[src/hw/rtl/csp_ram.sv]
// Generic single-write, single-read RAM with registered read data.
// Stand-alone; instanced for every store of the sort unit.
module csp_ram #(
    parameter int WIDTH = 8,
    parameter int DEPTH = 256
) (
    input  logic                     i_clk,
    input  logic                     i_we,
    input  logic [$clog2(DEPTH)-1:0] i_waddr,
    input  logic [WIDTH-1:0]         i_wdata,
    input  logic                     i_re,
    input  logic [$clog2(DEPTH)-1:0] i_raddr,
    output logic [WIDTH-1:0]         o_rdata
);

    logic [WIDTH-1:0] r_mem [DEPTH];
    logic [WIDTH-1:0] r_rdata;

    // Write port
    always_ff @(posedge i_clk) begin
        if (i_we) begin
            r_mem[i_waddr] <= i_wdata;
        end
    end

    // Read port, data held until the next read
    always_ff @(posedge i_clk) begin
        if (i_re) begin
            r_rdata <= r_mem[i_raddr];
        end
    end

    assign o_rdata = r_rdata;

endmodule

[config.mk]
export PLATFORM = sky130hd
export DESIGN_NAME = csp_ram
export DESIGN_NICKNAME = d
export VERILOG_FILES = /design/src/hw/rtl/csp_ram.sv
export SDC_FILE = /design/constraint.sdc
export NUM_CORES = 2
export LEC_CHECK = 0
export ABC_AREA = 0
export BUFFER_PORTS_ARGS = -buffer_cell sky130_fd_sc_hd__buf_2
export CAP_MARGIN = 10
export CORE_MARGIN = 10
export CORE_UTILIZATION = 25
export DETAILED_ROUTE_END_ITERATION = 8
export GPL_ROUTABILITY_DRIVEN = 0
export HOLD_SLACK_MARGIN = 0.06
export SYNTH_ARGS = -nofsm -noshare
export SYNTH_HDL_FRONTEND = slang
export SYNTH_SLANG_ARGS = --single-unit
[constraint.sdc]
create_clock -name i_clk -period 3.6 [get_ports i_clk]
set_input_delay 0.72 -clock i_clk [delete_from_list [all_inputs] [get_ports i_clk]]
set_output_delay 0.72 -clock i_clk [all_outputs]
set_load 0.05 [all_outputs]
# Yosys cells after proc, flatten, opt, wreduce, memory -nomap -nowiden
# Memories as Yosys holds them, arrays and structs flattened. A register that Yosys moved wholly into a read port is not among the register bits.
# Cells that the tools add are included.
[word_totals]
reg_bits = 0
out_inout_bits = 8
memories = 1
mem_bits_rw = 2048
input_bits = 27
[memory_table]
columns = ["name", "depth", "width", "rd", "rd_clocked_by_memory_dff", "wr", "line_no", "rtl"]
rows = [
  ["r_mem", 256, 8, 1, 1, 1, "16", "logic [WIDTH-1:0] r_mem [DEPTH];"],
]
[classes]
n_mux = 2
[ops]
columns = ["op", "count"]
rows = [
  ["two-way mux 1 bit", 2],
]

# Longest topological paths before layout
[depth]
depth_word = 2
ltp_mapped = 11
ltp_nobuf = 6

# Least setup slack after synthesis
# Ideal clock, no wire load.
[synth_timing]
kind = "input port to flip-flop"
startpoint = "input port i_raddr[0]"
endpoint = "register r_rdata[2], in the netlist o_rdata[2], read port of r_mem (data pin)"
arrival_time_ns = 2.527
stages = 9
slack_ns = 0.804
cell_sequence = "buf_6 > buf_12 > buf_8 > buf_2 > mux4_2 > a22oi_1 > a21oi_1 > nor4_1 > nor4_2"
[synth_lines]
columns = ["item", "line_no", "rtl"]
rows = [
  ["start, declared", "12", "input logic [$clog2(DEPTH)-1:0] i_raddr,"],
  ["end, declared", "17", "logic [WIDTH-1:0] r_rdata;"],
]

==> run summary <==
===============================================================================================
Final max-slew violation count ...................................................            0
First DRT Iteration DRCs .........................................................        4,592
Share of flip-flops with an asynchronous set or reset after synthesis ............           0%
Combined area of all synthesized cells ...........................................  0.07964 mm2
Main synth FF type ............................................................... sky130_fd_sc_hd__edfxtp_1
Synthesized area divided by synthesized cell count ...............................    21.33 um2
Kind of cell adding the most delay to the critical path .......................... simple AND/OR/NAND/NOR gates
Number of instances resized during post-cts repair ...............................            0
Wire length of the first global-routing pass .....................................   299,900 um
Max VDD drop .....................................................................     521.0 uV
EDFF count, synth ................................................................        2,056
Pin count of the biggest net entering global routing .............................          105
Number of nets in the layout .....................................................        4,295
Count of vias placed by the detailed router ......................................       40,480
Slew @ Worst Pin .................................................................     1.134 ns
RSZ-0062 raised after global routing .............................................        false
Buffers and inverters on the worst path ..........................................            4
Half-perimeter wire length after detailed placement ..............................   131,800 um
Root buffer cell ................................................................. sky130_fd_sc_hd__clkbuf_16
Lkg Pwr ..........................................................................     29.54 nW
CTS max path bufs ................................................................            3
Worst setup path startpoint ......................................................   i_raddr[0]
Gr ovfl total ....................................................................            0
Min-Delay Startpoint .............................................................   i_wdata[3]
CP Data Required Time ............................................................      4.17 ns
Hold Path Depth ..................................................................            1
Placement Rows ...................................................................          207
Sequential area share after synthesis ............................................       77.53%
Min-Delay Endpoint ............................................................... r_mem[39][3]
Number of synthesized register bits ..............................................        2,056
Total Routed Length ..............................................................   208,500 um
Total CTS buffers ................................................................          202
Status ........................................................................... finished, final reports clean
Cell at the slowest stage of the critical path ................................... sky130_fd_sc_hd__nor3_1
Critical Path AT .................................................................      3.88 ns
Clock input transition at the sequential cells of the worst setup and hold paths .      0.06 ns
Max-Cap Viols ....................................................................            0
TritonCTS Sinks ..................................................................        2,056
Number of levels in the clock H-tree .............................................            4
Number of hold buffers added after CTS ...........................................            0
Clock period minus worst slack ...................................................     3.314 ns
Synthesized instance count .......................................................        3,733
Cells traversed along the worst timing path ...................................... buf_8, buf_4, buf_12, mux4_2, a22o_1, a221oi_1, buf_4, o32ai_1, nor3_1, nor4_1
Global router's overall resource usage ...........................................       11.82%
CORE AREA ........................................................................   0.3175 mm2
# Post-CTS Setup Buffers .........................................................            0
Register-to-Register Setup Slack .................................................      0.67 ns
Worst-path fanout max ............................................................           27
Normalized max-slew margin .......................................................       23.81%
Maximum clock skew at final layout ...............................................   0.07094 ns
Number of endpoints failing setup at the final stage .............................            0
CTS tree .........................................................................        built
Layout cell share with drive strength beyond 1 ...................................       29.82%
CP Capture Type ..................................................................    flip-flop
Type of the worst setup path ..................................................... input port to flip-flop
Number of nets still failing antenna checks after routing ........................            0
Chip Height ......................................................................     584.4 um
Final Hold Vio Count .............................................................            0
Ratio of total power to cell area ................................................ 524.2 mW/mm2
X dimension of the die ...........................................................     584.4 um
Most common cell on crit path .................................................... sky130_fd_sc_hd__buf_4
Yosys cell types .................................................................           54
IO Pins ..........................................................................           35
Longest individual stage delay on the worst path .................................      0.88 ns
Die outline area .................................................................   0.3415 mm2
Synthesis warning total ..........................................................            0
Number of global-route vias before repair ........................................       41,010
Summed negative setup slack over all endpoints ...................................         0 ns
Worst min-delay path class ....................................................... input port to flip-flop
Fraction of the cycle the final worst path needs .................................       92.04%
Worst R2R End ....................................................................   o_rdata[3]
Maximum frequency from static timing analysis ....................................    301.8 MHz
Kind of start point of the critical path .........................................   input port
Power consumption ................................................................     49.73 mW
Antenna violations before repair .................................................           20
Vias per cell ....................................................................        4.688
Initial Util .....................................................................       25.08%
Net count after synthesis ........................................................        3,760
Startpoint of the worst-slack reg-to-reg timing path ............................. r_mem[83][3]
Worst skew pair latency ..........................................................      0.86 ns
Remaining design rule violation count ............................................            0
Buffers added on ports ...........................................................           34
Detailed-routing iteration count for the pre-antenna-repair pass .................            5
P&R area growth vs syn ...........................................................       19.13%
Average wire length per cell after detail routing ................................     24.15 um
Length in cells of the worst reg-to-reg path .....................................            7
===============================================================================================
-- flip-flops by register name, summed over array words and instances, names as in the netlist --
signal / count
o_rdata: 8
r_mem: 2048
-- cells by family after synthesis --
family | count (synthesis) | synth area share, %
buffers and inverters | 235 | 1.829
flip-flops | 2056 | 77.53
multiplexers | 591 | 14.60
AO/OA/AOI/OAI | 385 | 3.416
AND/OR/NAND/NOR | 466 | 2.625
-- through the flow --
step	cells	cell area (um2)	setup WS [ns]	util [%]	hold WS (ns)
final	8634	94870	0.2864	29.88	0.3094
after CTS	8613	94820	0.3478	29.86	0.2666
after global routing	8629	94860	0.2113	29.87	0.2818
after floorplan	3733	79640	0.8039	-	0.8189
after detailed placement	8244	88360	-0.5808	27.83	1.182
after global placement	8244	88360	-0.6355	27.83	1.181
-- report_power, final --
group | switching, mW | total, mW | internal [mW]
clock network | 8.99 | 20.7 | 11.7
registers | 0.0450 | 26.4 | 26.4
logic | 1.65 | 2.62 | 0.970
-- layout by cell type, fill, tap and decap left out, types with 22 or more instances in the layout --
cell,n
sky130_fd_sc_hd__mux4_2,454
sky130_fd_sc_hd__o221ai_1,46
sky130_fd_sc_hd__buf_2,22
sky130_fd_sc_hd__nor2_1,279
sky130_fd_sc_hd__mux2i_1,134
sky130_fd_sc_hd__o22ai_1,28
sky130_fd_sc_hd__clkinv_2,44
sky130_fd_sc_hd__clkbuf_16,203
sky130_fd_sc_hd__nor3_1,22
sky130_fd_sc_hd__buf_12,50
sky130_fd_sc_hd__clkinv_1,41
sky130_fd_sc_hd__a22oi_1,133
sky130_fd_sc_hd__a21oi_1,96
sky130_fd_sc_hd__nand2_1,33
sky130_fd_sc_hd__edfxtp_1,2056
sky130_fd_sc_hd__nor2b_1,28
sky130_fd_sc_hd__buf_4,482
sky130_fd_sc_hd__clkbuf_1,48
sky130_fd_sc_hd__nand3_1,34
-- layer usage --
metal / routed length [um] / global-route usage, % / vias to the layer above
met2: 101900 / 19.54 / 1634
met5: 13 / 0 / -
met3: 15010 / 2.264 / 320
met4: 5843 / 3.557 / 2
met1: 85710 / 15.81 / 21710
li1: - / - / 16810
-- worst max-delay path by stage --
stage | slack (ns) | endpoint | depth (start not counted)
after floorplan | 0.80 | o_rdata[2] | 9
after global placement | -0.64 | o_rdata[3] | 10
after CTS | 0.35 | o_rdata[3] | 10
after global routing | 0.21 | o_rdata[3] | 10
final | 0.29 | o_rdata[3] | 10
after detailed placement | -0.58 | o_rdata[3] | 10
-- final cells by class --
| cell class | instances | area (um2) |
|---|---|---|
| fill | 30650 | 222700 |
| clock buffer | 251 | 5260 |
| antenna | 21 | 52.55 |
| multi-input combinational | 1442 | 16510 |
| sequential | 2056 | 61740 |
| clock inverter | 118 | 1191 |
| tap | 4180 | 5230 |
| timing repair buffer | 564 | 4878 |
| inverter | 2 | 7.507 |
-- Yosys cell counts, drive strengths merged, types with 2 or more instances --
| cell | count | area (um2) |
|---|---|---|
| clkbuf | 111 | 416.7 |
| a211oi | 16 | 120.1 |
| nand3b | 2 | 15.01 |
| nor2 | 282 | 1059 |
| and2 | 6 | 37.54 |
| nor4 | 27 | 187.7 |
| o22a | 5 | 43.79 |
| o21ai | 12 | 60.06 |
| nand4 | 10 | 62.56 |
| nor3 | 22 | 110.1 |
| mux2i | 134 | 1341 |
| a31oi | 2 | 12.51 |
| o221ai | 47 | 417.9 |
| o32ai | 5 | 51.30 |
| a311oi | 2 | 17.52 |
| o211ai | 10 | 75.07 |
| a221oi | 14 | 128.9 |
| a22oi | 133 | 998.5 |
| mux4 | 456 | 10280 |
| nand2b | 8 | 50.05 |
| or2 | 4 | 25.02 |
| buf | 122 | 1032 |
| and3b | 2 | 17.52 |
| o22ai | 28 | 175.2 |
| a21oi | 96 | 480.5 |
| nor2b | 31 | 193.9 |
| a2111oi | 5 | 52.55 |
| edfxtp | 2056 | 61740 |
| nand2 | 33 | 123.9 |
| a22o | 8 | 70.07 |
| nand3 | 34 | 170.2 |
(Power assumes the default switching activity.)
